### src/rtl/tlbr_pkg.sv
`default_nettype none

package tlbr_pkg;

    // Geometry
    localparam int TLB_DEPTH = 16;
    localparam int IDX_W     = (TLB_DEPTH > 1) ? $clog2(TLB_DEPTH) : 1;
    localparam int CNT_W     = $clog2(TLB_DEPTH + 1);

    // Field widths
    localparam int PROC_W  = 16;
    localparam int PAGE_W  = 20;
    localparam int FRAME_W = 20;
    localparam int AGE_W   = 16;
    localparam int ORDER_W = 32;
    localparam int SLOT_W  = 4;

    // Configuration port
    localparam int CFG_IDX_W  = 1;
    localparam int CFG_DATA_W = 5;
    localparam int ENT_W      = 5;

    localparam logic [CFG_IDX_W-1:0] CFG_REPLACE_MODE   = 1'd0;
    localparam logic [CFG_IDX_W-1:0] CFG_ENTRIES_IN_USE = 1'd1;
    localparam logic [ENT_W-1:0]     ENTRIES_RESET      = 5'd16;

    // Request kinds and replacement modes
    localparam logic KIND_LOOKUP = 1'b0;
    localparam logic KIND_FILL   = 1'b1;
    localparam logic MODE_LRU    = 1'b0;
    localparam logic MODE_FIFO   = 1'b1;

    localparam logic [AGE_W-1:0] AGE_MAX = {AGE_W{1'b1}};

    typedef enum logic {
        ST_IDLE,
        ST_SCAN
    } t_state;

    // Request held stable while the scan runs
    typedef struct packed {
        logic               kind;
        logic [PROC_W-1:0]  proc_id;
        logic [PAGE_W-1:0]  page_num;
        logic [FRAME_W-1:0] frame;
    } t_req;

    // Scan token handed from cell to cell
    typedef struct packed {
        logic               valid;
        logic               done;   // request settled (hit or free entry written)
        logic               have;   // a victim candidate is held
        logic               hit;
        logic [IDX_W-1:0]   idx;    // hit/written entry, or best victim so far
        logic [ORDER_W-1:0] key;    // age or insertion number of the candidate
        logic [FRAME_W-1:0] frame;
    } t_tok;

    // Victim write broadcast
    typedef struct packed {
        logic               en;
        logic [IDX_W-1:0]   idx;
        logic [ORDER_W-1:0] order;
    } t_wr;

    // Result register
    typedef struct packed {
        logic               valid;
        logic               hit;
        logic [FRAME_W-1:0] frame;
        logic [SLOT_W-1:0]  slot;
        logic               evicted;
    } t_res;

endpackage

`default_nettype wire

### src/rtl/tlbr_ctrl.sv
`default_nettype none

module tlbr_ctrl import tlbr_pkg::*; (
    input  wire logic                  i_clk,
    input  wire logic                  i_rst_n,
    input  wire logic                  start,
    output logic                       busy,
    input  wire logic                  i_kind,
    input  wire logic [PROC_W-1:0]     i_proc_id,
    input  wire logic [PAGE_W-1:0]     i_page_num,
    input  wire logic [FRAME_W-1:0]    i_frame_in,
    input  wire logic                  i_cfg_we,
    input  wire logic [CFG_IDX_W-1:0]  i_cfg_idx,
    input  wire logic [CFG_DATA_W-1:0] i_cfg_data,
    output t_req                       o_req,
    output logic                       o_mode,
    output logic [CNT_W-1:0]           o_active_n,
    output t_tok                       o_tok,
    input  wire t_tok                  i_tok,
    output t_wr                        o_wr,
    output t_res                       o_res
);

    t_state             r_state, n_state;
    t_req               r_req, n_req;
    t_tok               r_tok0, n_tok0;
    t_res               r_res, n_res;
    logic [ORDER_W-1:0] r_order_cnt, n_order_cnt;
    logic               r_mode;
    logic [ENT_W-1:0]   r_entries;
    logic [CNT_W-1:0]   active_n;
    logic [ORDER_W-1:0] order_next;

    // active entry count, clamped to the array depth
    always_comb begin
        if (32'(r_entries) > 32'(TLB_DEPTH)) begin
            active_n = CNT_W'(TLB_DEPTH);
        end else begin
            active_n = CNT_W'(r_entries);
        end
    end

    assign order_next = r_order_cnt + ORDER_W'(1);

    // configuration registers
    always_ff @(posedge i_clk) begin
        if (!i_rst_n) begin
            r_mode    <= MODE_LRU;
            r_entries <= ENTRIES_RESET;
        end else if (i_cfg_we) begin
            case (i_cfg_idx)
                CFG_REPLACE_MODE:   r_mode    <= i_cfg_data[0];
                CFG_ENTRIES_IN_USE: r_entries <= i_cfg_data[ENT_W-1:0];
                default:            ;
            endcase
        end
    end

    // state register
    always_ff @(posedge i_clk) begin
        if (!i_rst_n) begin
            r_state <= ST_IDLE;
        end else begin
            r_state <= n_state;
        end
    end

    // next state, token launch and result
    always_comb begin
        n_state     = r_state;
        n_req       = r_req;
        n_tok0      = '0;
        n_res       = '0;
        n_order_cnt = r_order_cnt;
        o_wr        = '0;

        case (r_state)
            ST_IDLE: begin
                if (start) begin
                    n_req.kind     = i_kind;
                    n_req.proc_id  = i_proc_id;
                    n_req.page_num = i_page_num;
                    n_req.frame    = i_frame_in;
                    if (active_n == '0) begin
                        // disabled: all-zero result, no state change
                        n_res.valid = 1'b1;
                    end else begin
                        n_tok0.valid = 1'b1;
                        n_state      = ST_SCAN;
                    end
                end
            end
            ST_SCAN: begin
                if (i_tok.valid) begin
                    n_state     = ST_IDLE;
                    n_res.valid = 1'b1;
                    if (r_req.kind == KIND_LOOKUP) begin
                        n_res.hit   = i_tok.hit;
                        n_res.frame = i_tok.frame;
                        n_res.slot  = i_tok.hit ? SLOT_W'(i_tok.idx) : '0;
                    end else if (i_tok.done) begin
                        // fill went to a free entry
                        n_res.slot  = SLOT_W'(i_tok.idx);
                        n_order_cnt = ORDER_W'(i_tok.idx);
                    end else begin
                        // no free entry: replace the victim
                        o_wr.en       = 1'b1;
                        o_wr.idx      = i_tok.idx;
                        o_wr.order    = order_next;
                        n_order_cnt   = order_next;
                        n_res.slot    = SLOT_W'(i_tok.idx);
                        n_res.evicted = 1'b1;
                    end
                end
            end
            default: begin
                n_state = ST_IDLE;
            end
        endcase
    end

    // control registers
    always_ff @(posedge i_clk) begin
        if (!i_rst_n) begin
            r_tok0.valid <= 1'b0;
            r_res.valid  <= 1'b0;
            r_order_cnt  <= '0;
        end else begin
            r_tok0.valid <= n_tok0.valid;
            r_res.valid  <= n_res.valid;
            r_order_cnt  <= n_order_cnt;
        end
    end

    // payload registers
    always_ff @(posedge i_clk) begin
        r_req         <= n_req;
        r_tok0.done   <= n_tok0.done;
        r_tok0.have   <= n_tok0.have;
        r_tok0.hit    <= n_tok0.hit;
        r_tok0.idx    <= n_tok0.idx;
        r_tok0.key    <= n_tok0.key;
        r_tok0.frame  <= n_tok0.frame;
        r_res.hit     <= n_res.hit;
        r_res.frame   <= n_res.frame;
        r_res.slot    <= n_res.slot;
        r_res.evicted <= n_res.evicted;
    end

    assign busy       = (r_state == ST_SCAN);
    assign o_req      = r_req;
    assign o_mode     = r_mode;
    assign o_active_n = active_n;
    assign o_tok      = r_tok0;
    assign o_res      = r_res;

endmodule

`default_nettype wire

### config.mk
export PLATFORM = sky130hd
export DESIGN_NAME = tlbr_ctrl
export DESIGN_NICKNAME = d
export VERILOG_FILES = /design/src/rtl/tlbr_pkg.sv /design/src/rtl/tlbr_ctrl.sv
export SDC_FILE = /design/constraint.sdc
export NUM_CORES = 1
export LEC_CHECK = 0
export ABC_AREA = 0
export BUFFER_PORTS_ARGS = -buffer_cell sky130_fd_sc_hd__buf_2
export CORE_AREA = 2 2 123 125
export CTS_CLUSTER_SIZE = 16
export DETAILED_ROUTE_END_ITERATION = 12
export DIE_AREA = 0 0 125 127
export HOLD_SLACK_MARGIN = 0.08
export PLACE_DENSITY = 0.71
export SLEW_MARGIN = 10
export SYNTH_ARGS = -nofsm -noshare
export SYNTH_HDL_FRONTEND = slang
export SYNTH_SLANG_ARGS = --single-unit
export TNS_END_PERCENT = 5
### constraint.sdc
create_clock -name i_clk -period 10.9 [get_ports i_clk]
set_input_delay 0.545 -clock i_clk [delete_from_list [all_inputs] [get_ports i_clk]]
set_output_delay 0.545 -clock i_clk [all_outputs]
set_load 0.02 [all_outputs]
==> impl_metrics.yaml <==
detailed_routing:
  ant_nets: 0
  drtIter0Drc: 284
  wl_per_cell_um: 16.1
  num_vias: 4951
  firstDrtPassIters: 5
  finalWirelength_um: 15800
  routed_via_density: 5.06
  drc: 0
min_path:
  min_path_type: "in -> reg"
  min_from: "i_page_num[8]"
synth:
  synth_cells: 575
  synth.avg_cell_area_um2: 10.1
  synthTopCellsByArea: "edfxtp_1, dfxtp_1, buf_4"
  ys_seq_area_frac: 0.525
  synth_most_common_cell: "dfxtp_1"
  syn_area_um2: 5820
  yosysTopAreaCell: "edfxtp_1"
  synth_cell_type_count: 51
  ys_async_sr_fraction: 0
  yosysWarnings: 0
  synth_edf_count: 57
  synth_ff_type: "dfxtp_1"
  synthTopCellsByCount: "dfxtp_1, buf_4, edfxtp_1"
  synth.top_cell.area_share: 0.294
  synth_seq_cells: 124
timing:
  fmaxAchievable_mhz: 293
  hold_violations: 0
  tns_ns: 0
  fin_skew_ns: 0.00690
  period_share: 0.314
  worst_pin_slew_ns: 0.935
  rsz0062_at_grt: "no"
  drv_slew: 0
  layout_min_cycle_time_ns: 3.42
  slew_headroom: 0.374
  setup_viol: 0
critical_path:
  required_ns: 10.36
  cp.arrival_ns: 2.87
  crit_fanout: 14
  worstReg2RegStart: "r_order_cnt[0]"
  critPathLaunch: "r_order_cnt[0]"
  critPathCaptureType: "output pin"
  cp-start-kind: "flip-flop"
  worstSetupPathType: "reg -> out"
placement:
  dp.cells: 946
  numPortBuffers: 222
  place_hpwl_um: 11200
  place_congestion: 0.806
power:
  power_density_nw_per_um2: 160
  p_leak_nw: 3.17
  peakVddDrop_mv: 0.104
clock_network:
  clk_latency_ns: 0.42
  clkTransAtPathRegs_ns: 0.06
  postCtsSetupBuffers: 0
  cts_sinks: 124
  holdBufCountCts: 0
  cts_made_buffers: 17
  clk_path_buf_depth: 2
  cts-root-buf: "clkbuf_16"
  cts_resized: 0
  h-tree-depth: 4
  cts_tree: "built"
grt:
  grt_first_pass_wirelength_um: 23500
  grt_use_total: 0.188
  grt.overflow.total: 0
  antenna_found_initial: 0
  grt_max_degree: 60
  grt_pass1_vias: 4268
status:
  status: "finished clean"
finish:
  n_antenna_cell: 0
  syn2layout_area_growth_pct: 27.2
  drive_gt1_frac: 0.335
  nNetsFinal: 909
  final_cells: 978
die:
  ios: 315
  rows: 44
  initial_core_util: 0.403
  core_um2: 14400
  die_y_um: 127
  fp.dieW_um: 125
  fp.dieArea_um2: 15900
run:
  cap_viol_max_count: 0
[cell families after synthesis]
group                      Yosys count  synth area share
and+or+nand+nor                    221             0.213
DFF                                124             0.525
AOI/OAI and AO/OA                  108             0.124
buffers and inverters              105             0.112
xor gates and xnor gates            12            0.0181
muxes                                3           0.00516
adders and majority gates            1           0.00215
other                                1          0.000644
[area by class of cell]
| class | count | area, um^2 |
|---|---|---|
| fill | 1339 | 7020 |
| sequential | 124 | 3050 |
| multi-input combinational | 404 | 2340 |
| timing repair buffer | 227 | 1150 |
| clock buffer | 19 | 454 |
| tap | 184 | 230 |
| clock inverter | 13 | 151 |
| inverter | 7 | 26.3 |
[cells in the final DEF, fill, tap and decap left out, types with 16 or more instances in the layout]
| cell type | synthesis | final |
|---|---|---|
| dfxtp_1 | 67 | 67 |
| a21oi_1 | 33 | 33 |
| nor2_1 | 39 | 39 |
| o21ai_0 | 16 | 16 |
| buf_2 | 10 | 222 |
| nand2_1 | 39 | 39 |
| and2_1 | 30 | 30 |
| edfxtp_1 | 57 | 57 |
| clkbuf_16 | 0 | 18 |
| nand3_1 | 28 | 28 |
| conb_1 | 1 | 59 |
[power by group]
part | switching [mW] | leakage, nW | total (mW) | internal (mW)
clock network | 0.215 | 0.295 | 0.570 | 0.355
logic | 0.0734 | 1.79 | 0.102 | 0.0290
registers | 0.00611 | 1.09 | 0.514 | 0.508
total | 0.295 | 3.17 | 1.19 | 0.892
[metrics by stage]
stage               cell area [um^2]  power, mW  hold slack, ns  utilization  setup slack, ns
floorplan                       6040      0.602           0.444            -             7.29
global placement                6800      0.624           0.461        0.471             7.92
detailed placement              6800      0.627           0.467        0.471             7.93
CTS                             7400       1.20           0.284        0.513             7.46
global route                    7400       1.23           0.281        0.513             7.28
finish                          7400       1.19           0.303        0.513             7.48
[routing by layer]
metal / share of wire / track usage / vias to the layer above / wire length (um)
met2: 0.52 / 0.335 / 212 / 8160
li1: - / - / 2414 / -
met1: 0.40 / 0.221 / 2311 / 6300
met3: 0.077 / 0.0561 / 14 / 1210
met4: 0.0062 / 0.0542 / 0 / 98
met5: 0 / 0 / - / 0
[worst paths after layout]
kind                                        end  slack (ns)  cells after the start
worst min-delay path                  o_req[28]        0.30                      1
worst min register to register     r_entries[2]        0.47                      2
worst max-delay path                   o_wr[24]        7.48                      6
worst max register to register  r_order_cnt[24]        8.54                      5
[critical path: stages (launching register included)]
cell and delay [ns]:
dfxtp_1 0.43, ha_1 0.29, and3_1 0.45, nand2_1 0.37, or4_1 0.56, a21oi_1 0.16
buf_2 0.19
[sequential cells by signal, indices dropped and copies added (netlist names)]
| signal | flops |
|---|---|
| r_order_cnt | 32 |
| r_entries | 5 |
| o_mode | 1 |
| o_req | 57 |
| o_res | 27 |
| o_tok | 1 |
| busy | 1 |
(Power assumes the default switching activity.)
