<file path="config.mk">
export PLATFORM = sky130hd
export DESIGN_NAME = tlbr_cell
export DESIGN_NICKNAME = d
export VERILOG_FILES = /design/src/rtl/tlbr_pkg.sv /design/src/rtl/tlbr_cell.sv
export SDC_FILE = /design/constraint.sdc
export NUM_CORES = 1
export LEC_CHECK = 0
export ABC_AREA = 1
export BUFFER_PORTS_ARGS = -buffer_cell sky130_fd_sc_hd__clkbuf_2
export CORE_AREA = 10 10 144 179
export CTS_CLUSTER_SIZE = 25
export DETAILED_ROUTE_END_ITERATION = 6
export DIE_AREA = 0 0 154 189
export SETUP_SLACK_MARGIN = 0.1
export SLEW_MARGIN = 20
export SYNTH_ARGS = -nofsm -noshare
export SYNTH_HDL_FRONTEND = slang
export SYNTH_SLANG_ARGS = --single-unit
</file>
<file path="constraint.sdc">
create_clock -name i_clk -period 2.5 [get_ports i_clk]
set_clock_uncertainty 0.05 [all_clocks]
set_input_delay 0.125 -clock i_clk [delete_from_list [all_inputs] [get_ports i_clk]]
set_output_delay 0.125 -clock i_clk [all_outputs]
set_load 0.05 [all_outputs]
</file>
<file path="src/rtl/tlbr_pkg.sv">
`default_nettype none

package tlbr_pkg;

    // Geometry
    localparam int TLB_DEPTH = 16;
    localparam int IDX_W     = (TLB_DEPTH > 1) ? $clog2(TLB_DEPTH) : 1;
    localparam int CNT_W     = $clog2(TLB_DEPTH + 1);

    // Field widths
    localparam int PROC_W  = 16;
    localparam int PAGE_W  = 20;
    localparam int FRAME_W = 20;
    localparam int AGE_W   = 16;
    localparam int ORDER_W = 32;
    localparam int SLOT_W  = 4;

    // Configuration port
    localparam int CFG_IDX_W  = 1;
    localparam int CFG_DATA_W = 5;
    localparam int ENT_W      = 5;

    localparam logic [CFG_IDX_W-1:0] CFG_REPLACE_MODE   = 1'd0;
    localparam logic [CFG_IDX_W-1:0] CFG_ENTRIES_IN_USE = 1'd1;
    localparam logic [ENT_W-1:0]     ENTRIES_RESET      = 5'd16;

    // Request kinds and replacement modes
    localparam logic KIND_LOOKUP = 1'b0;
    localparam logic KIND_FILL   = 1'b1;
    localparam logic MODE_LRU    = 1'b0;
    localparam logic MODE_FIFO   = 1'b1;

    localparam logic [AGE_W-1:0] AGE_MAX = {AGE_W{1'b1}};

    typedef enum logic {
        ST_IDLE,
        ST_SCAN
    } t_state;

    // Request held stable while the scan runs
    typedef struct packed {
        logic               kind;
        logic [PROC_W-1:0]  proc_id;
        logic [PAGE_W-1:0]  page_num;
        logic [FRAME_W-1:0] frame;
    } t_req;

    // Scan token handed from cell to cell
    typedef struct packed {
        logic               valid;
        logic               done;   // request settled (hit or free entry written)
        logic               have;   // a victim candidate is held
        logic               hit;
        logic [IDX_W-1:0]   idx;    // hit/written entry, or best victim so far
        logic [ORDER_W-1:0] key;    // age or insertion number of the candidate
        logic [FRAME_W-1:0] frame;
    } t_tok;

    // Victim write broadcast
    typedef struct packed {
        logic               en;
        logic [IDX_W-1:0]   idx;
        logic [ORDER_W-1:0] order;
    } t_wr;

    // Result register
    typedef struct packed {
        logic               valid;
        logic               hit;
        logic [FRAME_W-1:0] frame;
        logic [SLOT_W-1:0]  slot;
        logic               evicted;
    } t_res;

endpackage

`default_nettype wire

</file>
<file path="src/rtl/tlbr_cell.sv">
`default_nettype none

module tlbr_cell import tlbr_pkg::*; (
    input  wire logic             i_clk,
    input  wire logic             i_rst_n,
    input  wire logic [IDX_W-1:0] i_index,
    input  wire logic [CNT_W-1:0] i_active_n,
    input  wire logic             i_mode,
    input  wire t_req             i_req,
    input  wire t_wr              i_wr,
    input  wire t_tok             i_tok,
    output t_tok                  o_tok
);

    logic               r_valid, n_valid;
    logic [PROC_W-1:0]  r_proc, n_proc;
    logic [PAGE_W-1:0]  r_page, n_page;
    logic [FRAME_W-1:0] r_frame, n_frame;
    logic [AGE_W-1:0]   r_age, n_age;
    logic [ORDER_W-1:0] r_order, n_order;
    t_tok               r_tok, n_tok;

    logic               active;
    logic               work;
    logic               match;
    logic [ORDER_W-1:0] key;
    logic               better;

    assign active = (CNT_W'(i_index) < i_active_n);
    assign work   = i_tok.valid && active && !i_tok.done;
    assign match  = r_valid && (r_proc == i_req.proc_id) && (r_page == i_req.page_num);
    assign key    = (i_mode == MODE_FIFO) ? r_order : ORDER_W'(r_age);

    // strict compare keeps the first entry on ties
    always_comb begin
        if (!i_tok.have) begin
            better = 1'b1;
        end else if (i_mode == MODE_FIFO) begin
            better = (key < i_tok.key);
        end else begin
            better = (key > i_tok.key);
        end
    end

    // entry update and token hand-off
    always_comb begin
        n_valid = r_valid;
        n_proc  = r_proc;
        n_page  = r_page;
        n_frame = r_frame;
        n_age   = r_age;
        n_order = r_order;
        n_tok   = i_tok;

        if (work) begin
            if (i_req.kind == KIND_LOOKUP) begin
                if (r_age != AGE_MAX) begin
                    n_age = r_age + AGE_W'(1);
                end
                if (match) begin
                    n_age       = '0;
                    n_tok.done  = 1'b1;
                    n_tok.hit   = 1'b1;
                    n_tok.frame = r_frame;
                    n_tok.idx   = i_index;
                end
            end else if (!r_valid) begin
                // first free entry takes the fill
                n_valid    = 1'b1;
                n_proc     = i_req.proc_id;
                n_page     = i_req.page_num;
                n_frame    = i_req.frame;
                n_age      = '0;
                n_order    = ORDER_W'(i_index);
                n_tok.done = 1'b1;
                n_tok.idx  = i_index;
            end else if (better) begin
                n_tok.have = 1'b1;
                n_tok.key  = key;
                n_tok.idx  = i_index;
            end
        end

        // replacement write after a full scan
        if (i_wr.en && (i_wr.idx == i_index)) begin
            n_valid = 1'b1;
            n_proc  = i_req.proc_id;
            n_page  = i_req.page_num;
            n_frame = i_req.frame;
            n_age   = '0;
            n_order = i_wr.order;
        end
    end

    // control and replacement state
    always_ff @(posedge i_clk) begin
        if (!i_rst_n) begin
            r_valid     <= 1'b0;
            r_age       <= '0;
            r_order     <= '0;
            r_tok.valid <= 1'b0;
        end else begin
            r_valid     <= n_valid;
            r_age       <= n_age;
            r_order     <= n_order;
            r_tok.valid <= n_tok.valid;
        end
    end

    // translation payload and token payload
    always_ff @(posedge i_clk) begin
        r_proc      <= n_proc;
        r_page      <= n_page;
        r_frame     <= n_frame;
        r_tok.done  <= n_tok.done;
        r_tok.have  <= n_tok.have;
        r_tok.hit   <= n_tok.hit;
        r_tok.idx   <= n_tok.idx;
        r_tok.key   <= n_tok.key;
        r_tok.frame <= n_tok.frame;
    end

    assign o_tok = r_tok;

endmodule

`default_nettype wire

</file>
==> impl_summary.txt, run 1 <==
----------------------------------------------------
[Logic synthesis]
  XOR/XNOR Fraction of Synth Area ... ~1.5%
  Dominant synthesized flop cell ... sky130_fd_sc_hd__dfxtp_1
  Portion of the post-synthesis area used by sequential elements ... about 44%
  Area fraction in compound gates after synthesis ... under 10%
  Simple-gate share of the synthesized area ... between 20% and 30%
  Count of unique library cells instantiated by Yosys ... 50
  Synthesized flop and latch total ... between 150 and 200
  Cell area after synthesis ... a little under 0.009 mm²
  Async S/R FF share, synth ... 0%
  Number of synthesized flops with an enable pin ... between 50 and 60
  Post-synth net total ... between 1000 and 1500
  Yosys warnings ... 0
  Share of synthesized area spent on multiplexers ... 0%
  Cells after Synth ... 1122
  Adder-Cell Fraction of Synth Area ... under 10%
  Largest family of logic cells by synthesized area ... simple AND/OR/NAND/NOR gates
  Syn_area_per_cell ... roughly 7.8 µm²

[Power and ir drop]
  Leakage power of the design ... between 6 and 7 nW
  Cell internal pwr ... 0.00491 W
  Sequential power share ... between 40% and 50%
  Power Total ... around 0.0069 W
  Max rail drop VDD ... between 0.4 and 0.5 mV
  Sw Share ... between 20% and 30%
  Switching power ... roughly 0.0019 W
  Total power density per cell area ... 527 mW/mm²
  Portion of total power attributed to combinational logic ... between 10% and 20%
  Clock network power share ... 38.3%

[Timing]
  Number of failing setup endpoints in the final timing report ... 0
  Shortest period the worst path allows ... ~2.3 ns
  Max_slew headroom ... between 40 and 50%
  Transition time at the pin with the least slew margin ... approximately 0.84 ns
  PnR worst setup slack ... ~0.21 ns
  RSZ-0062 raised after global routing ... false
  Final TNS setup ... 0 ns
  Endpoints failing hold ... 0
  Worst hold margin ... between 0.07 and 0.08 ns
  Share of the clock period used by the worst path after layout ... 91.4%
  Maximum frequency from static timing analysis ... about 440 MHz
  Final Max Slew Viols ... 0

[Global route]
  Global-route wire length before repair ... 45200 µm
  Number of global-route vias before repair ... between 8000 and 9000
  GR Util All Layers ... a little under a fifth
  Total overflow reported by the global router ... 0
  Pin count of the biggest net entering global routing ... 35
  Initial antenna violation count ... 1

[Worst setup path]
  Setup slack on the worst flop-to-flop path ... 0.21 ns
  Cell-by-cell trace of the critical path ... inv_2, o21ai_4, ha_1, nand2_1, nor2_4, nand4_1, nor2_1, a21oi_1, nand2_4, nand3_4, nand2_8, clkbuf_16, nor2_2, a21oi_2
  Type of destination of the critical path ... flop
  Slowest cell on crit path ... sky130_fd_sc_hd__dfxtp_2
  Slowest cell delay on critical path ... ~0.35 ns
  Nature of the critical path startpoint ... flop
  Critical path class ... reg -> reg
  Largest fanout on the critical path ... 6
  Worst EP required ... approximately 2.8 ns
  Data arrival time of the worst path ... 2.56 ns

[Status]
  Result of the run ... finished clean

[Floorplan]
  Number of primary I/O pins ... around 230
  Floorplan die width ... around 150 µm
  Die Area ... just under 0.03 mm²
  Initial Utilization ... approximately 39%
  Area of the placeable core ... 0.0222 mm²
  Row Count ... 61
  Height of the die ... ~190 µm

[Placed design]
  Estimated wirelength of the detail-placed design ... around 21000 µm
  Post-Place Worst Slack ... 0.0256 ns
  Total of buffers placed on input and output ports ... 225
  Final weighted congestion in routability-driven placement ... 0.932

[Clocking]
  CTS max path bufs ... 2
  Clock tree from TritonCTS ... built
  Clock-pin slew of the registers on the worst-case setup and hold paths ... around 0.070 ns
  Root buffer cell ... sky130_fd_sc_hd__clkbuf_16
  H-Tree Level Count ... 4
  Clock sink count ... 165
  Total CTS buffers ... 17
  Clock insertion delay at the later pin of the skew report ... approximately 0.43 ns

[Routing]
  Vias per std cell ... about 4.7
  Routed WL ... between 20000 and 30000 µm
  Residual antenna-violating net count after detailed routing ... 0
  Routed length per instance ... 15.9 µm
  Number of DRC violations after detailed routing ... 0
  Pre-Repair DR Iteration Count ... 5
  Iteration-0 DRC Markers ... ~400
  Overall via count from detail_route ... 8710

[Final layout]
  Share of layout cells above drive strength 1 ... between 30% and 40%
  Core occupancy in the finished layout ... about 60%
  Layout net count ... 1742
  Commonest cells after routing, fill and taps aside ... sky130_fd_sc_hd__nand2_1, sky130_fd_sc_hd__clkbuf_2, sky130_fd_sc_hd__inv_1
  Most common library cell in the layout ignoring fill and taps ... sky130_fd_sc_hd__nand2_1
  Layout area overhead ... 48.9%

[Worst hold path]
  Hold Crit Class ... in -> reg

[Job]
  Maximum capacitance violations ... 0

----------------------------------------------------
-- final timing paths --
check,depth (start not counted),from,endpoint
hold / removal,5,i_index[0],o_tok[52]
hold reg to reg,2,r_frame[3],o_tok[3]
setup reg to reg,14,r_age[5],o_tok[33]
setup / recovery,14,r_age[5],o_tok[33]
-- synth_stat cells (22+ instances only) --
cell | instances | share of area [%]
sky130_fd_sc_hd__ha_1 | 36 | 5.1
sky130_fd_sc_hd__dfxtp_1 | 109 | 25
sky130_fd_sc_hd__nand4_1 | 64 | 4.6
sky130_fd_sc_hd__edfxtp_1 | 56 | 19
sky130_fd_sc_hd__nand3_1 | 30 | 1.7
sky130_fd_sc_hd__nand2_2 | 25 | 1.8
sky130_fd_sc_hd__nor2_1 | 94 | 4.0
sky130_fd_sc_hd__inv_1 | 172 | 7.4
sky130_fd_sc_hd__nand2_1 | 268 | 11
sky130_fd_sc_hd__a21oi_1 | 62 | 3.5
sky130_fd_sc_hd__o21ai_0 | 22 | 1.3
sky130_fd_sc_hd__inv_2 | 33 | 1.4
-- metal layers --
metal	GRT usage [%]	wire [µm]
met1	21.8	12100
met2	33.3	14600
met3	5.12	1700
met4	7.35	820
met5	0	0
-- worst max-delay path: cells and delay by family, from the launching register on --
kind,cells,cell delay (ns)
AO/OA/AOI/OAI,3,0.46
flip-flops,1,0.35
adder cells (fa/ha/maj),1,0.27
AND/OR/NAND/NOR,8,0.74
buffers and inverters,2,0.29
-- cell families after synthesis --
logic type	after synthesis
flops	165
fa+ha+maj	36
buf+inv	242
xor+xnor	14
simple gates	528
compound gates	137
-- per-stage QoR --
step / cells / area, µm²
global placement: 1626 / 10300
CTS: 1815 / 12500
finish: 1837 / 13000
floorplan: 1122 / 8760
detailed placement: 1626 / 10300
global route: 1837 / 13000
-- area by class of cell --
type	instances	area [µm²]
Multi-Input combinational cell	716	4160
Antenna cell	1	2.50
Timing Repair Buffer	432	3260
Sequential cell	165	3880
Inverter	208	795
Tap cell	283	354
Fill cell	1947	9180
Clock buffer	23	492
Clock inverter	9	88.8
-- power by group through the flow --
stage	sequential [W]	clock, W	combinational [W]
global placement	0.00302	0	0.00100
global route	0.00297	0.00281	0.00138
CTS	0.00296	0.00271	0.00122
floorplan	0.00321	0	0.000439
detailed placement	0.00302	0	0.00101
finish	0.00296	0.00263	0.00127
-- sequential cells by signal, summed over array words and instances (netlist names) --
signal and flops:
r_order 32, r_page 20, r_valid 1, o_tok 60
r_age 16, r_proc 16, r_frame 20
-- repair_timing --
| item | 4_1_cts | 5_1_grt |
|---|---|---|
| cloned | 0 | 8 |
| endpoints found under the hold margin | 149 | 0 |
| gates resized for setup | 1 | 105 |
| setup buffers | 2 | 13 |
| pin swaps | 0 | 21 |
| endpoints found under the setup margin | 29 | 39 |
| hold buffers | 155 | 0 |
Note: power is estimated with default switching activity, not from simulation.
==> run 2, diff against run 1 <==
==> constraint.sdc (replaced) <==
create_clock -name i_clk -period 2.5 [get_ports i_clk]
set_clock_uncertainty 0.05 [all_clocks]
set_input_delay 0.5 -clock i_clk [delete_from_list [all_inputs] [get_ports i_clk]]
set_output_delay 0.5 -clock i_clk [all_outputs]
set_load 0.05 [all_outputs]
==> run 2 against run 1 <==
  * Core utilization decreased by 6.8 points
  * Wire length decreased by 7.7%
  * Critical endpoint is now o_tok[23]
  * Worst setup slack got worse by 0.0046 ns
  * Clock-buffer cell count decreased by 6
  * Global-route usage decreased by 1.2 points
  * Critical path type unchanged
==> impl_summary.txt, run 2 (same netlist as run 1, synthesis figures left out) <==
----------------------------------------------------
[Power and ir drop]
  Cell internal pwr ... 0.00461 W (-6.2%)
  Leakage power of the design ... 5.90 nW (-8.8%)
  Sw Share ... 30.8% (+2.4 points)
  Total power density per cell area ... 577 mW/mm² (+9.6%)
  Switching power ... 0.00205 W (+5.0%)
  Max rail drop VDD ... 0.477 mV (+2.7%)
  Clock network power share ... 39.3% (+1.0 points)
  Sequential power share ... 44.4% (+1.2 points)
  Portion of total power attributed to combinational logic ... 16.3% (-2.2 points)

[Placed design]
  Total of buffers placed on input and output ports ... 225 (unchanged)
  Post-placement cell area ... 0.0106 mm² (+2.5%)
  Estimated wirelength of the detail-placed design ... 21200 µm (+0.63%)
  Final weighted congestion in routability-driven placement ... 0.882 (-5.4%)

[Global route]
  Global-route wire length before repair ... 42200 µm (-6.6%)
  Pin count of the biggest net entering global routing ... 35 (unchanged)
  Total overflow reported by the global router ... 0 (unchanged)
  Number of global-route vias before repair ... 8182 (-6.3%)
  GR Util All Layers ... 17.9% (-1.2 points)
  Initial antenna violation count ... 2 (+1)

[Clocking]
  Clock sink count ... 165 (unchanged)
  Root buffer cell ... sky130_fd_sc_hd__clkbuf_16
  CTS max path bufs ... 2 (unchanged)
  Clock tree from TritonCTS ... built
  Post-CTS Hold Fix Bufs ... 0 (-100%)
  H-Tree Level Count ... 4 (unchanged)
  Clock insertion delay at the later pin of the skew report ... 0.44 ns (about the same)
  Clock-pin slew of the registers on the worst-case setup and hold paths ... 0.07 ns (about the same)
  Total CTS buffers ... 17 (unchanged)

[Floorplan]
  Row Count ... 61 (unchanged)
  Area of the placeable core ... 0.0222 mm² (unchanged)
  Die Area ... 0.0291 mm² (unchanged)
  Number of primary I/O pins ... 226 (unchanged)
  Floorplan die width ... 154 µm (unchanged)
  Height of the die ... 189 µm (unchanged)
  Initial Utilization ... 39.4% (unchanged)

[Timing]
  Max_slew headroom ... 65.1% (+21 points)
  Number of failing setup endpoints in the final timing report ... 0 (unchanged)
  Shortest period the worst path allows ... 2.29 ns (+0.00462 ns)
  Maximum frequency from static timing analysis ... 437 MHz (-0.20%)
  Transition time at the pin with the least slew margin ... 0.520 ns (-0.321 ns)
  Endpoints failing hold ... 0 (unchanged)
  Final TNS setup ... 0 ns (unchanged)
  RSZ-0062 raised after global routing ... false
  Share of the clock period used by the worst path after layout ... 91.6% (+0.18 points)
  Final Max Slew Viols ... 0 (unchanged)

[Status]
  Result of the run ... finished clean

[Routing]
  Number of DRC violations after detailed routing ... 0 (unchanged)
  Routed WL ... 27000 µm (-7.7%)
  Vias per std cell ... 4.80 (+1.3%)
  Pre-Repair DR Iteration Count ... 5 (unchanged)
  Residual antenna-violating net count after detailed routing ... 0 (unchanged)
  Overall via count from detail_route ... 8181 (-6.1%)
  Routed length per instance ... 15.8 µm (-0.55%)
  Iteration-0 DRC Markers ... 389 (-2.0%)

[Worst setup path]
  Nature of the critical path startpoint ... flop
  Data arrival time of the worst path ... 2.59 ns (+0.03 ns)
  Worst EP required ... 2.80 ns (+0.02 ns)
  Critical path class ... reg -> reg
  Type of destination of the critical path ... flop
  Largest fanout on the critical path ... 9 (+3)

[Job]
  Maximum capacitance violations ... 0 (unchanged)

[Final layout]
  Layout net count ... 1608 (-7.7%)
  Post-route standard cell area excluding fillers ... 0.0115 mm² (-12%)
  Footprint of the flip-flops and latches ... 0.00387 mm² (-0.19%)
  Commonest cells after routing, fill and taps aside ... sky130_fd_sc_hd__nand2_1, sky130_fd_sc_hd__clkbuf_2, sky130_fd_sc_hd__inv_1
  Most common library cell in the layout ignoring fill and taps ... sky130_fd_sc_hd__nand2_1
  Core occupancy in the finished layout ... 51.9% (-6.8 points)
  Filler cell count ... 2160 (+11%)
  Number of flip-flops under the largest register name ... 60 (unchanged)
  Area taken by multi-input logic gates ... 0.00406 mm² (-2.4%)
  Layout area overhead ... 31.7%
  Share of layout cells above drive strength 1 ... 34.7% (+2.7 points)

[Worst hold path]
  Hold Crit Class ... in -> reg

----------------------------------------------------
run 2: cell types whose count changed in the layout (fill, tap and decap cells not counted), moves of 4 or more:
cell / previous run / this run
sky130_fd_sc_hd__a21oi_2: 10 / 5
sky130_fd_sc_hd__nor2_2: 15 / 11
sky130_fd_sc_hd__a21oi_1: 53 / 58
sky130_fd_sc_hd__dfxtp_1: 96 / 100
sky130_fd_sc_hd__nor2_1: 77 / 85
sky130_fd_sc_hd__inv_4: 6 / 1
sky130_fd_sc_hd__inv_8: 0 / 5
sky130_fd_sc_hd__clkbuf_8: 4 / 0
sky130_fd_sc_hd__dlygate4sd3_1: 155 / 0
sky130_fd_sc_hd__inv_1: 160 / 165
sky130_fd_sc_hd__buf_4: 36 / 59
sky130_fd_sc_hd__inv_6: 3 / 8
sky130_fd_sc_hd__nor2_4: 6 / 2
run 2: layout make-up:
class | instances | share of cell area, %
Clock buffer | 17 | 3.69
Timing Repair Buffer | 299 | 16.3
Inverter | 208 | 6.84
Tap cell | 283 | 3.07
Sequential cell | 165 | 33.6
Antenna cell | 2 | 0.0434
Clock inverter | 15 | 1.28
Multi-Input combinational cell | 715 | 35.2
run 2: layer usage:
| metal | track usage, % | routed length (µm) | part of all wire (%) | vias up |
|---|---|---|---|---|
| met2 | 30.0 | 13000 | 48 | 239 |
| met4 | 6.91 | 665 | 2.5 | 0 |
| met3 | 4.60 | 1690 | 6.3 | 37 |
| met1 | 21.4 | 11600 | 43 | 3710 |
| li1 | - | - | - | 4195 |
| met5 | 0 | 0 | 0 | - |
run 2: repair_timing:
action,in CTS,in global routing
pin swaps,0,14
setup buffers,0,7
endpoints found under the setup margin,33,36
gates resized for setup,2,59
cloned,0,6
run 2: power by group through the flow:
stage          Combinational (W)  Clock [W]  Sequential (W)
2_1_floorplan           0.000451          0         0.00321
3_3_place_gp             0.00104          0         0.00302
3_5_place_dp             0.00105          0         0.00302
4_1_cts                  0.00106    0.00268         0.00296
5_1_grt                  0.00119    0.00279         0.00297
6_report                 0.00108    0.00262         0.00296
run 2: worst paths after layout:
| path | startpoint | depth (start not counted) | end | slack, ns |
|---|---|---|---|---|
| worst max-delay path | r_age[13] | 15 | o_tok[23] | 0.21 |
| worst min-delay path | i_req[13] | 1 | r_frame[13] | 0.19 |
| worst max register to register | r_age[13] | 15 | o_tok[23] | 0.21 |
| worst min register to register | r_frame[11] | 2 | o_tok[11] | 0.41 |
run 2: critical path: stages, from the launching register on:
cell                      delay, ns
sky130_fd_sc_hd__dfxtp_1       0.37
sky130_fd_sc_hd__inv_2         0.09
sky130_fd_sc_hd__o21ai_2       0.14
sky130_fd_sc_hd__ha_1          0.26
sky130_fd_sc_hd__a21oi_1       0.17
sky130_fd_sc_hd__o21ai_0       0.11
sky130_fd_sc_hd__a21oi_2       0.12
sky130_fd_sc_hd__nand2_1       0.07
sky130_fd_sc_hd__nand2_2       0.07
sky130_fd_sc_hd__nand2_1       0.06
sky130_fd_sc_hd__nand2_2       0.10
sky130_fd_sc_hd__nand3_4       0.10
sky130_fd_sc_hd__nand2_8       0.15
sky130_fd_sc_hd__buf_4         0.14
sky130_fd_sc_hd__nor2_1        0.03
sky130_fd_sc_hd__a21oi_1       0.16
run 2: stage by stage:
| stage | hold slack [ns] | cells | power, W | setup WS (ns) |
|---|---|---|---|---|
| floorplan | 0.388 | 1122 | 0.00366 | 0.100 |
| global placement | 0.392 | 1657 | 0.00406 | -0.357 |
| detailed placement | 0.395 | 1657 | 0.00407 | -0.298 |
| CTS | 0.167 | 1689 | 0.00670 | 0.119 |
| global route | 0.169 | 1703 | 0.00695 | 0.0632 |
| finish | 0.189 | 1704 | 0.00666 | 0.210 |
==> run 3, diff against run 2 <==
--- a/config.mk
+++ b/config.mk
@@ -7,10 +7,10 @@
 export LEC_CHECK = 0
 export ABC_AREA = 1
 export BUFFER_PORTS_ARGS = -buffer_cell sky130_fd_sc_hd__clkbuf_2
-export CORE_AREA = 10 10 144 179
+export CORE_AREA = 3 3 137 172
 export CTS_CLUSTER_SIZE = 25
 export DETAILED_ROUTE_END_ITERATION = 6
-export DIE_AREA = 0 0 154 189
+export DIE_AREA = 0 0 140 175
 export SETUP_SLACK_MARGIN = 0.1
 export SLEW_MARGIN = 20
 export SYNTH_ARGS = -nofsm -noshare
==> run 3 against run 2 <==
  * Non-clock buffer count is 4 lower
  * Combinational power hardly changed
  * Wire length shrank 6.3%
  * Sequential cell count unchanged
  * Final cell count fell by 0.35%
  * Critical path depth increased by 2
  * Die area decreased by 16%
  * Sequential power barely moved
  * Via count up 0.23%
  * Largest power group unchanged
==> impl_summary.txt, run 3 (same netlist as run 1, synthesis figures left out) <==
----------------------------------------------------
[Timing]
  RSZ-0062 raised after global routing ... true
  Number of failing setup endpoints in the final timing report ... 0 (unchanged)
  PnR worst setup slack ... 0.241 ns (+0.0307 ns)
  Max_slew headroom ... 67.1% (+2.0 points)
  Transition time at the pin with the least slew margin ... 0.493 ns (-0.0272 ns)
  Final Max Slew Viols ... 0 (unchanged)
  Maximum frequency from static timing analysis ... 443 MHz (+1.4%)
  Worst hold margin ... 0.182 ns (-0.00644 ns)
  Shortest period the worst path allows ... 2.26 ns (-0.0307 ns)
  Share of the clock period used by the worst path after layout ... 90.4% (-1.2 points)
  Endpoints failing hold ... 0 (unchanged)

[Global route]
  Pin count of the biggest net entering global routing ... 33 (-5.7%)
  Total overflow reported by the global router ... 0 (unchanged)
  Initial antenna violation count ... 1 (-1)
  GR Util All Layers ... 20.0% (+2.1 points)
  Global-route wire length before repair ... 38900 µm (-7.8%)
  Number of global-route vias before repair ... 7689 (-6.0%)

[Worst hold path]
  Cell depth of the worst min-delay path ... 1 (unchanged)
  Hold Crit Class ... in -> reg

[Worst setup path]
  Worst EP required ... 2.77 ns (-0.03 ns)
  Number of cells on the critical path ... 17 (+2)
  Slowest cell on crit path ... sky130_fd_sc_hd__ha_1
  Top Family by Delay on Critical Path ... simple AND/OR/NAND/NOR gates
  Length in cells of the worst reg-to-reg path ... 17 (+2)
  WP buf/inv ... 4 (+2)
  Largest fanout on the critical path ... 15 (+6)
  Critical path class ... in -> reg
  CP dominant cell by count ... sky130_fd_sc_hd__nand2_1
  Type of destination of the critical path ... flop
  Nature of the critical path startpoint ... input pin
  Cell-by-cell trace of the critical path ... buf_6, buf_12, nand2_1, inv_1, ha_1, nand2_1, nor2_2, nand4_1, nor2_2, nand2_2, nand2_1, nand2_2, nand3_4, nand2_8, clkbuf_16, nor2_1, a21oi_1
  Data arrival time of the worst path ... 2.53 ns (-0.06 ns)
  Slowest cell delay on critical path ... 0.29 ns (-0.08 ns)

[Final layout]
  Number of flip-flops under the largest register name ... 60 (unchanged)
  Diode count ... 0 (-2)
  Post-route standard cell area excluding fillers ... 0.0116 mm² (+0.77%)
  Filler cell count ... 2159 (-0.046%)
  Share of layout cells above drive strength 1 ... 34.3% (-0.33 points)
  Layout area overhead ... 32.7%
  Layout net count ... 1604 (-0.25%)
  Most common library cell in the layout ignoring fill and taps ... sky130_fd_sc_hd__nand2_1
  Commonest cells after routing, fill and taps aside ... sky130_fd_sc_hd__nand2_1, sky130_fd_sc_hd__clkbuf_2, sky130_fd_sc_hd__inv_1
  Fin cells ... 1698 (-0.35%)

[Routing]
  Routed WL ... 25300 µm (-6.3%)
  Routed length per instance ... 14.9 µm (-6.0%)
  Iteration-0 DRC Markers ... 426 (+9.5%)
  Number of DRC violations after detailed routing ... 0 (unchanged)
  Vias per std cell ... 4.83 (+0.59%)
  Residual antenna-violating net count after detailed routing ... 0 (unchanged)
  Pre-Repair DR Iteration Count ... 5 (unchanged)
  Overall via count from detail_route ... 8200 (+0.23%)

[Placed design]
  # placed instances ... 1656 (-0.060%)
  Post-Place Worst Slack ... -0.289 ns (+0.00837 ns)
  Estimated wirelength of the detail-placed design ... 19600 µm (-7.4%)
  Final weighted congestion in routability-driven placement ... 0.852 (-3.4%)
  Post-placement cell area ... 0.0106 mm² (+0.28%)
  Total of buffers placed on input and output ports ... 225 (unchanged)

[Clocking]
  Post-CTS Hold Fix Bufs ... 0 (unchanged)
  Clock-pin slew of the registers on the worst-case setup and hold paths ... 0.07 ns (about the same)
  Clock sink count ... 165 (unchanged)
  Root buffer cell ... sky130_fd_sc_hd__clkbuf_16
  CTS max path bufs ... 2 (unchanged)
  Clock insertion delay at the later pin of the skew report ... 0.45 ns (about the same)
  H-Tree Level Count ... 4 (unchanged)
  Clock tree from TritonCTS ... built
  Total CTS buffers ... 17 (unchanged)

[Floorplan]
  Initial Utilization ... 39.5% (+0.14 points)
  Area of the placeable core ... 0.0221 mm² (-0.34%)
  Die Area ... 0.0245 mm² (-16%)
  Row Count ... 61 (unchanged)
  Floorplan die width ... 140 µm (-9.1%)
  Number of primary I/O pins ... 226 (unchanged)
  Height of the die ... 175 µm (-7.4%)

[Power and ir drop]
  Max rail drop VDD ... 0.466 mV (-2.3%)
  Total power density per cell area ... 594 mW/mm² (+2.9%)
  Leakage power of the design ... 5.94 nW (+0.67%)
  Power Total ... 0.00690 W (+3.7%)

[Status]
  Result of the run ... finished clean

[Job]
  Maximum capacitance violations ... 0 (unchanged)

----------------------------------------------------
run 3: timing repair:
item | in CTS | in global routing
gates cloned | 0 | 6
hold endpoints to repair | 0 | 0
setup endpoints to repair | 20 | 36
setup buffers | 0 | 4
resized for setup | 1 | 63
pin swaps | 0 | 12
run 3: routing by layer:
layer	wire length (µm)	GRT usage, %
met1	10900	25.0
met2	12200	33.9
met3	1400	3.86
met4	753	7.71
met5	18	0
run 3: layout make-up:
| class | count | area [µm²] | share of cell area [%] |
|---|---|---|---|
| multi-input combinational | 715 | 4050 | 34.9 |
| sequential | 165 | 3880 | 33.4 |
| timing repair buffer | 295 | 1900 | 16.4 |
| inverter | 208 | 791 | 6.81 |
| clock buffer | 19 | 454 | 3.91 |
| tap | 283 | 354 | 3.05 |
| clock inverter | 13 | 183 | 1.57 |
run 3: final timing paths:
check         startpoint           to  slack [ns]
max               i_mode    o_tok[25]        0.24
min            i_req[13]  r_frame[13]        0.18
max reg2reg    r_age[10]    o_tok[25]        0.26
min reg2reg  r_frame[11]    o_tok[11]        0.41
run 3: power by group:
group | internal (W) | switching (W) | total (W)
logic | 0.000377 | 0.000713 | 0.00109
clock network | 0.00167 | 0.00119 | 0.00286
registers | 0.00290 | 0.0000525 | 0.00296
total | 0.00495 | 0.00196 | 0.00690
run 3: stage by stage:
step	util [%]	TNS [ns]
final	52.5	0
after CTS	50.9	0
after floorplan	-	0
after detailed placement	48.0	-8.54
after global routing	52.5	0
after global placement	48.0	-8.15
